--- src/assert_macros.svh ---
// Assertion macros shared by the modular inverse block.
// Depends on a clock named clk_i and an active-low reset named rst_ni in scope.
`ifndef ASSERT_MACROS_SVH
`define ASSERT_MACROS_SVH

// Property checked on every rising clock edge, off while in reset
`define MIE_ASSERT(lbl, prop, msg) \
  lbl: assert property (@(posedge clk_i) disable iff (!rst_ni) prop) else $error(msg);

// Condition that must never be true
`define MIE_ASSERT_NEVER(lbl, cond, msg) \
  `MIE_ASSERT(lbl, !(cond), msg)

`endif

--- src/mie_pkg.sv ---
// Shared types and constants for the modular inverse block.
// Used by the controller, the datapath and the top level; no dependencies.
package mie_pkg;

  // Operand width
  localparam int unsigned WIDTH = 32;
  // Bit counter width for one division
  localparam int unsigned CNT_W = $clog2(WIDTH);

  typedef logic [WIDTH-1:0] word_t;
  typedef logic [CNT_W-1:0] cnt_t;

  // Result status codes
  typedef enum logic [1:0] {
    STATUS_OK       = 2'd0,
    STATUS_NOT_COPR = 2'd1,
    STATUS_ZERO_MOD = 2'd2
  } status_e;

  // Input word
  typedef struct packed {
    word_t value;
    word_t modulus;
  } in_word_t;

  // Result word
  typedef struct packed {
    word_t   inverse_out;
    word_t   gcd_out;
    status_e status;
  } out_word_t;

  // Commands from controller to datapath
  typedef struct packed {
    logic load;      // take a new operand pair
    logic div_init;  // start a division r0 / r1
    logic div_step;  // one quotient bit
    logic update;    // advance remainders and coefficients
    logic finish;    // register the result word
  } ctrl_cmd_t;

  // Status from datapath to controller
  typedef struct packed {
    logic r1_zero;   // divisor is zero
    logic rem_zero;  // division left no remainder
  } dp_status_t;

endpackage

--- src/mie_ctrl.sv ---
// Controller state machine of the modular inverse block.
// Depends on mie_pkg; drives commands to mie_datapath.
module mie_ctrl (
  input  logic                clk_i,
  input  logic                rst_ni,
  input  logic                start,
  input  mie_pkg::dp_status_t status_i,
  output mie_pkg::ctrl_cmd_t  cmd_o,
  output logic                busy,
  output logic                done_o
);

  typedef enum logic [4:0] {
    S_IDLE  = 5'b00001,
    S_PREP  = 5'b00010,
    S_DIV   = 5'b00100,
    S_STEP  = 5'b01000,
    S_FINAL = 5'b10000
  } state_e;

  state_e        state_q, state_d;
  mie_pkg::cnt_t cnt_q, cnt_d;
  logic          done_q, done_d;

  // Next state and commands
  always_comb begin
    state_d = state_q;
    cnt_d   = cnt_q;
    done_d  = 1'b0;
    cmd_o   = '0;
    case (state_q)
      S_IDLE: begin
        if (start) begin
          cmd_o.load = 1'b1;
          state_d    = S_PREP;
        end
      end
      S_PREP: begin
        if (status_i.r1_zero) begin
          state_d = S_FINAL;
        end else begin
          cmd_o.div_init = 1'b1;
          cnt_d          = mie_pkg::cnt_t'(mie_pkg::WIDTH - 1);
          state_d        = S_DIV;
        end
      end
      S_DIV: begin
        cmd_o.div_step = 1'b1;
        if (cnt_q == '0) begin
          state_d = S_STEP;
        end else begin
          cnt_d = cnt_q - 1'b1;
        end
      end
      S_STEP: begin
        if (status_i.rem_zero) begin
          state_d = S_FINAL;
        end else begin
          cmd_o.update = 1'b1;
          state_d      = S_PREP;
        end
      end
      S_FINAL: begin
        cmd_o.finish = 1'b1;
        done_d       = 1'b1;
        state_d      = S_IDLE;
      end
      default: begin
        state_d = S_IDLE;
      end
    endcase
  end

  // State registers
  always_ff @(posedge clk_i or negedge rst_ni) begin
    if (!rst_ni) begin
      state_q <= S_IDLE;
      cnt_q   <= '0;
      done_q  <= 1'b0;
    end else begin
      state_q <= state_d;
      cnt_q   <= cnt_d;
      done_q  <= done_d;
    end
  end

  assign busy   = (state_q != S_IDLE);
  assign done_o = done_q;

endmodule

--- src/mie_datapath.sv ---
// Datapath of the modular inverse block: remainders, coefficients,
// a bit-serial restoring divider with Horner multiply-accumulate. Depends on mie_pkg.
module mie_datapath (
  input  logic                clk_i,
  input  mie_pkg::in_word_t   in_word_i,
  input  mie_pkg::ctrl_cmd_t  cmd_i,
  output mie_pkg::dp_status_t status_o,
  output mie_pkg::out_word_t  result_o
);

  localparam int unsigned W = mie_pkg::WIDTH;

  mie_pkg::word_t    r0_q, r1_q, c0_q, c1_q, b_q;
  mie_pkg::word_t    dvd_q, rem_q, acc_q;
  logic              even_q;
  mie_pkg::out_word_t res_q, res_d;

  logic [W:0]        part;
  logic [W:0]        diff;
  logic              q_bit;
  mie_pkg::word_t    rem_next;
  mie_pkg::word_t    acc_next;
  mie_pkg::word_t    mag;
  mie_pkg::word_t    inv;

  // One restoring division step; quotient bit times c1 folded into acc
  always_comb begin
    part     = {rem_q, dvd_q[W-1]};
    diff     = part - {1'b0, r1_q};
    q_bit    = ~diff[W];
    rem_next = q_bit ? diff[W-1:0] : part[W-1:0];
    acc_next = {acc_q[W-2:0], 1'b0} + (q_bit ? c1_q : '0);
  end

  // Reduce coefficient and apply sign from step parity
  always_comb begin
    mag = (c1_q >= b_q) ? (c1_q - b_q) : c1_q;
    if (even_q) begin
      inv = mag;
    end else begin
      inv = (mag == '0) ? '0 : (b_q - mag);
    end
  end

  // Result word
  always_comb begin
    res_d = res_q;
    if (r1_q == '0) begin
      res_d.inverse_out = '0;
      res_d.gcd_out     = r0_q;
      res_d.status      = mie_pkg::STATUS_ZERO_MOD;
    end else if (r1_q != mie_pkg::word_t'(1)) begin
      res_d.inverse_out = '0;
      res_d.gcd_out     = r1_q;
      res_d.status      = mie_pkg::STATUS_NOT_COPR;
    end else begin
      res_d.inverse_out = inv;
      res_d.gcd_out     = r1_q;
      res_d.status      = mie_pkg::STATUS_OK;
    end
  end

  // Euclid state
  always_ff @(posedge clk_i) begin
    if (cmd_i.load) begin
      r0_q   <= in_word_i.value;
      r1_q   <= in_word_i.modulus;
      b_q    <= in_word_i.modulus;
      c0_q   <= mie_pkg::word_t'(1);
      c1_q   <= '0;
      even_q <= 1'b0;
    end else if (cmd_i.update) begin
      r0_q   <= r1_q;
      r1_q   <= rem_q;
      c0_q   <= c1_q;
      c1_q   <= acc_q + c0_q;
      even_q <= ~even_q;
    end
  end

  // Divider registers
  always_ff @(posedge clk_i) begin
    if (cmd_i.div_init) begin
      dvd_q <= r0_q;
      rem_q <= '0;
      acc_q <= '0;
    end else if (cmd_i.div_step) begin
      dvd_q <= {dvd_q[W-2:0], 1'b0};
      rem_q <= rem_next;
      acc_q <= acc_next;
    end
  end

  // Output register
  always_ff @(posedge clk_i) begin
    if (cmd_i.finish) begin
      res_q <= res_d;
    end
  end

  assign status_o.r1_zero  = (r1_q == '0);
  assign status_o.rem_zero = (rem_q == '0);
  assign result_o          = res_q;

endmodule

--- src/modular_inverse_ext_euclid.sv ---
// Modular inverse by the extended Euclidean algorithm, one controller and one datapath.
// Depends on mie_pkg, mie_ctrl, mie_datapath and assert_macros.svh.
//
// Usage:
//   Input channel: drive in_word_i (value, modulus) and raise start; the word is
//   taken at a rising edge where start is high and busy is low. busy stays high
//   until the result has been registered.
//   Result channel: done_o is high for exactly one cycle with result_o holding
//   inverse_out, gcd_out and status. The receiver cannot stall: the word is
//   taken at the end of that cycle. A new word may be started in that same cycle.
//   Sequence: each Euclid step runs setup (S_PREP), then one quotient bit per
//   cycle in the shared divider (S_DIV), then the update (S_STEP); a zero
//   modulus goes from S_PREP straight to S_FINAL with no division step.
//   The divider, one bit a cycle, sets the rate; one word is in work at a time.
//   Reset: asynchronous, active low; returns the controller to idle with no
//   result pending. Payload registers are not reset.
module modular_inverse_ext_euclid (
  input  logic               clk_i,
  input  logic               rst_ni,
  input  logic               start,
  input  mie_pkg::in_word_t  in_word_i,
  output logic               busy,
  output logic               done_o,
  output mie_pkg::out_word_t result_o
);

`include "assert_macros.svh"

  mie_pkg::ctrl_cmd_t  cmd;
  mie_pkg::dp_status_t dp_status;

  mie_ctrl u_ctrl (
    .clk_i   (clk_i),
    .rst_ni  (rst_ni),
    .start   (start),
    .status_i(dp_status),
    .cmd_o   (cmd),
    .busy    (busy),
    .done_o  (done_o)
  );

  mie_datapath u_datapath (
    .clk_i    (clk_i),
    .in_word_i(in_word_i),
    .cmd_i    (cmd),
    .status_o (dp_status),
    .result_o (result_o)
  );

  // Checks
  `MIE_ASSERT(a_accept_busy, (start && !busy) |=> busy, "accepted word did not raise busy")
  `MIE_ASSERT(a_done_single, done_o |=> !done_o, "result strobe held for two cycles")
  `MIE_ASSERT(a_ok_gcd_one,
              (done_o && result_o.status == mie_pkg::STATUS_OK) |->
              (result_o.gcd_out == mie_pkg::word_t'(1)),
              "inverse reported with gcd not one")
  `MIE_ASSERT_NEVER(a_fail_inv_zero,
                    done_o && result_o.status != mie_pkg::STATUS_OK &&
                    result_o.inverse_out != '0,
                    "failed job returned nonzero inverse")

endmodule
--- config.mk ---
export PLATFORM = sky130hd
export DESIGN_NAME = modular_inverse_ext_euclid
export DESIGN_NICKNAME = d
export VERILOG_FILES = /design/src/mie_pkg.sv /design/src/mie_ctrl.sv /design/src/mie_datapath.sv /design/src/modular_inverse_ext_euclid.sv
export VERILOG_INCLUDE_DIRS = /design/src /design/src/src
export SDC_FILE = /design/constraint.sdc
export NUM_CORES = 1
export LEC_CHECK = 0
export BUFFER_PORTS_ARGS = -buffer_cell sky130_fd_sc_hd__buf_2
export CORE_MARGIN = 3
export CORE_UTILIZATION = 38
export DETAILED_ROUTE_END_ITERATION = 16
export GPL_TIMING_DRIVEN = 1
export PLACE_DENSITY = 0.63
export SETUP_SLACK_MARGIN = 0.3
export SYNTH_ARGS = -nofsm -noshare
export SYNTH_HDL_FRONTEND = slang
export SYNTH_SLANG_ARGS = --single-unit
export TNS_END_PERCENT = 50
--- constraint.sdc ---
create_clock -name clk_i -period 14.1 [get_ports clk_i]
set_clock_uncertainty 0.15 [all_clocks]
set_input_delay 0 -clock clk_i [delete_from_list [all_inputs] [get_ports clk_i]]
set_output_delay 0 -clock clk_i [all_outputs]
set_load 0.05 [all_outputs]
* Word level (Yosys, flattened, before mapping) *
Cells that the tools add are included.
Widths: inputs -> output; s select.

storage, ports and cells
  logic and storage cells = 73
  register bits after elaboration = 334
  bits of input ports = 67

cells by class
  magnitude comparators = 1
  add/sub/neg operators = 6
  bitwise gates (word level) = 1
  eq/ne operators = 11
  muxes and demuxes = 29
  reduce and logical (&&, ||, !) cells = 10

operators with widths
  operator             count
  $mux 32              11
  $logic_not 32->1     3
  $add 32x32->32       2
  $sub 32x32->32       2
  $mux 34              1
  $sub 33x32->33       1
  $ge 32x32->1         1
  $ne 32x1->1 const B  1
  $mux 5               6
  $pmux 5 s4           1
  $pmux 5 s2           1
  $mux 1               9
  $ne 2x2->1 const B   3
  $reduce_bool 2->1    3
  $eq 5x1->1 const B   1
  $eq 5x2->1 const B   1
  $eq 5x3->1 const B   1
  $eq 5x4->1 const B   1
  $eq 5x5->1 const B   1
  $logic_not 5->1      1
  $ne 5x1->1 const B   1
  $sub 5x1->5 const B  1
  $reduce_and 3->1     1
  $ne 2x1->1 const B   1
  other kinds (3)      3

* Logic depth before layout (Yosys ltp) *
  word-level depth = 5
  depth in mapped cells = 38
  gate-level depth less buffers = 37

* Cells and area by module *
A second synthesis with hierarchy kept.

second synthesis, totals
  cells, all modules = 2,381
  area, all modules = 22,218.8 µm²

by module, submodules not included
  module        area each (µm²)  cells an instance  times used
  mie_datapath  21,614.5         2,319              1
  mie_ctrl      604.3            62                 1

* Least setup slack after synthesis *
No wires, ideal clock.

  path type = register to register
  start point = register u_datapath.dvd_q[31]
  end point = register u_datapath.acc_q[31]
  arrival time = 7.354 ns
  path buffers = 1
  slack = 6.468 ns
  setup time = 0.128 ns
  stages on the path, launching flop included = 39
  path through = edfxtp_1 > inv_1 > ha_1 > fa_1 > nor2b_1 > o21ai_0 > a21boi_0 > o21a_1 > o21ai_0 > a21o_1 > a31oi_1 > a21o_1 > o311ai_0 > a311oi_1 > nand2b_1 > a21o_1 > a21oi_1 > xnor2_1 > [3 not listed] > fa_1 > a21o_1 > a21oi_1 > o21bai_1 > a21oi_1 > o21bai_1 > a21oi_1 > o21bai_1 > a21oi_1 > o21ai_0 > a2111oi_0 > nor3_1 > o41ai_1 > o2111ai_1 > a21oi_1 > xor2_1 > xnor2_1 > o21ai_0

on the way
  word-level cells in the longest chain between the ends = 3

ends and longest elaborated chain
  item                    RTL line            source
  from (decl)             mie_datapath.sv:14  mie_pkg::word_t dvd_q, rem_q, acc_q;
  from (signal assigned)  mie_datapath.sv:84  dvd_q <= r0_q;
  from (signal assigned)  mie_datapath.sv:88  dvd_q <= {dvd_q[W-2:0], 1'b0};
  $sub 33x32->33          mie_datapath.sv:29  diff = part - {1'b0, r1_q};
  $mux 32                 mie_datapath.sv:32  acc_next = {acc_q[W-2:0], 1'b0} + (q_bit ? c1_q : '0);
  $add 32x32->32          mie_datapath.sv:32
  to (signal assigned)    mie_datapath.sv:90  acc_q <= acc_next;
  to (decl)               mie_datapath.sv:14

No other way between the ends.
A chain may end at the register's enable or synchronous reset.

* Worst setup path in the final report *
  start point = register u_datapath.r1_q[0]
  end point = register u_datapath.acc_q[31]

on the way
  word-level cells in the longest chain between the ends = 3
  elaborated cells between the ends (all ways) = 6

ends and longest elaborated chain
  item                                                       RTL line                                 source
  from (decl)                                                mie_datapath.sv:13                       mie_pkg::word_t r0_q, r1_q, c0_q, c1_q, b_q;
  from (signal assigned)                                     mie_datapath.sv:67                       r1_q <= in_word_i.modulus;
  from (signal assigned)                                     mie_datapath.sv:74                       r1_q <= rem_q;
  $sub 33x32->33 / $logic_not 32->1 (equally long branches)  mie_datapath.sv:29, mie_datapath.sv:101
  $mux 32 / $mux 1 (equally long branches)                   mie_datapath.sv:32, mie_ctrl.sv:39
  $add 32x32->32 / $mux 1 (equally long branches)            mie_datapath.sv:32, mie_ctrl.sv:31

Parallel ways exist; a longest one is shown, timed or not.

==> impl_results.md <==
- Dpl hpwl: 46,200 um
- Post-detailed-route count of antenna-violating nets: 0
- Root Buffer: clkbuf_16
- Ys async rst share: 3.29%
- Most area-consuming cells after synthesis: edfxtp_1, dfxtp_1, ha_1
- Hold WC Path Type: input pin to flip-flop
- Dominant synthesized flop cell: edfxtp_1
- Outcome: complete, no violations
- Number of buffers created by CTS: 39
- Crit path DAT: 9.86 ns
- Max stage delay cell, worst path: a2111oi_0
- Min Hold Slack: 0.0367 ns
- Final min period: 9.59 ns
- H-tree level count: 2
- GRT overflow: 0
- Syn. warnings: 0
- Synth cell count leaders: nand2_1, o21ai_0, edfxtp_1, nor2_1
- Yosys reg bits: 334
- RSZ-0062 raised after global routing: false
- CTS max path bufs: 3
- CTS Sinks: 334
- Worst-Margin Slew: 1.23 ns
- Cell variety after synth: 120
- Max Freq: 104 MHz
- Cell Pwr Density: 122 mW/mm^2
- Vias: 19,300
- TNS Setup: 0 ns
- Critical Path Source Type: flip-flop
- Vias in the first global route: 18,300
- Later-pin clock latency in the skew report: 0.57 ns
- Mapped Avg Cell Area: 8.84 um^2
- Yosys top cell area share: 26.1%
- Fin nets: 2,888
- Cts repair resizes: 0
- Max VDD drop: 0.236 mV
- Drt total wl: 64,200 um
- 1st-iter DRT viols: 1,429
- Site Rows: 88
- Area Growth Syn to Fin: 14.9%
- Area of the multi-input gates: 0.0126 mm^2
- CP Class: flip-flop to flip-flop
- Tcrit/Tclk final: 68.0%
- # DRC: 0
- Share of cells above drive strength 1: 12.5%
- Final Max Tran Viols: 0
- Clk slew on worst S/H paths: 0.06 ns
- Dpl ws: 4.66 ns
- Initial antenna violation count: 1
- R2r worst-path depth: 37
- First-pass GRT wire length: 99,100 um
- Cell with the most instances after synthesis: nand2_1
- Port Buffers: 134
- Synth Net Count: 2,734
- Synth Instances: 2,526
- Post-synth top area cell: edfxtp_1
- Post-CTS Setup Bufs: 0
- Largest net degree at the start of global routing: 99
- Hold Path Depth: 2
- Die Span X: 248 um
- Wire length per cell: 18.5 um
- Io pins: 135
- Sequential area share after synthesis: 38.9%
- Post-synth EDFFs: 194
- Setup WS post-layout: 4.51 ns
- FF/Latch Area: 0.00868 mm^2
- Setup Viol. Count Final: 0
- Total GRT Usage: 20.1%
- CTS tree: built
- Fillers: 5,658
- Placed Instances: 3,334
- Worst path required time: 14.37 ns
- CP max stage delay: 0.69 ns
- Most used cell, CP: a21oi_1
- Final non-filler cell total: 3,475
- Max Cap Viol: 0
- Vias per cell: 5.55
- Core area: 0.0579 mm^2
- First-pass DRT Iterations: 5
- Critical path peak fanout: 32
- LEAKAGE: 10.3 nW
- Worst slew margin: 16.1%
- Final hold viol count: 0
- CP Capture Type: flip-flop
- DIE AREA: 0.0617 mm^2
- DIE HEIGHT: 248 um
- Initial Util: 38.5%
- Placer Congestion: 0.936
- Netlist Area Pre-Place: 0.0223 mm^2
==> kinds of logic (layout without fill, tap and decap cells) <==
family / Yosys count / in the layout / share of synthesized area [%]
adder cells (fa/ha/maj): 158 / 158 / 8.86
multiplexers: 78 / 78 / 3.72
AND/OR/NAND/NOR: 946 / 946 / 20.2
XOR/XNOR: 134 / 134 / 5.26
buffers and inverters: 251 / 434 / 4.64
flip-flops: 334 / 334 / 38.9
AO/OA/AOI/OAI: 625 / 625 / 18.4
other: 0 / 1 / 0
==> per-layer routing <==
layer | wire (um) | GRT usage, % | up-vias
li1 | - | - | 9411
met1 | 30600 | 28.8 | 9249
met2 | 28300 | 31.4 | 517
met3 | 3500 | 2.88 | 92
met4 | 1730 | 6.31 | 0
met5 | 0 | 0 | -
==> state kept, by name (all words and copies together) (netlist names) <==
name	flops
u_ctrl.state_q	5
u_datapath.b_q	32
u_datapath.even_q	1
u_datapath.rem_q	32
u_datapath.r1_q	32
u_datapath.c0_q	32
u_datapath.acc_q	32
u_ctrl.done_o	1
u_datapath.r0_q	32
u_datapath.c1_q	32
u_datapath.dvd_q	32
u_datapath.result_o	66
u_ctrl.cnt_q	5
==> layout make-up <==
type                            instances  share of cell area (%)
Multi-Input combinational cell       1941                    49.3
Clock buffer                           53                    4.41
Sequential cell                       334                    33.9
Clock inverter                         17                   0.717
Inverter                              141                    2.07
Timing Repair Buffer                  223                    5.90
Tap cell                              765                    3.73
Antenna cell                            1                 0.00976
==> worst paths after layout <==
kind | from | to | slack [ns]
hold / removal | in_word_i[31] | u_datapath.b_q[31] | 0.04
setup / recovery | u_datapath.r1_q[0] | u_datapath.acc_q[31] | 4.51
min in group asynchronous | rst_ni | u_ctrl.state_q[1] | 0.31
setup reg to reg | u_datapath.r1_q[0] | u_datapath.acc_q[31] | 4.51
hold reg to reg | u_datapath.c0_q[9] | u_datapath.c0_q[9] | 0.31
max in group asynchronous | rst_ni | u_ctrl.state_q[0] | 13.14
==> power by group <==
part / internal [mW] / total (mW) / switching, mW
Clock: 0.620 / 1.04 / 0.421
Combinational: 0.276 / 0.809 / 0.533
Sequential: 1.20 / 1.28 / 0.0790
==> what timing repair did <==
action,CTS,global route
endpoints found under the setup margin,0,0
endpoints found under the hold margin,136,0
hold buffers,70,0
==> layout by cell type, fill, tap and decap left out, types with 15 or more instances in the layout <==
cell / n
nand2_1: 389
nor3_1: 50
and2_1: 50
mux2_2: 36
o31ai_1: 19
dfxtp_1: 129
a21oi_1: 140
nand2b_1: 16
o21bai_1: 20
mux2i_1: 41
a21o_1: 46
a31oi_1: 23
clkbuf_16: 41
or3_1: 20
edfxtp_1: 194
nand3_1: 137
nor2_1: 143
a211oi_1: 15
o21a_1: 21
inv_1: 139
xnor2_1: 89
nor4_1: 24
ha_1: 136
xor2_1: 44
o21ai_0: 196
buf_2: 134
dlygate4sd3_1: 70
buf_4: 19
==> stage by stage <==
step | instance area (um^2) | power [mW] | util, %
3_5_place_dp | 23600 | 2.08 | 40.8
5_1_grt | 25600 | 3.29 | 44.3
6_report | 25600 | 3.13 | 44.3
4_1_cts | 25600 | 3.15 | 44.3
3_3_place_gp | 23600 | 2.06 | 40.8
2_1_floorplan | 22300 | 1.86 | -
==> worst max-delay path: cells and delay by family, from the launching register on <==
family | cells | cell delay [ns]
AND/OR/NAND/NOR | 4 | 0.70
buffers and inverters | 1 | 0.27
AO/OA/AOI/OAI | 25 | 6.18
adder cells (fa/ha/maj) | 4 | 1.15
XOR/XNOR | 3 | 0.41
flip-flops | 1 | 0.55
(Power assumes the default switching activity.)
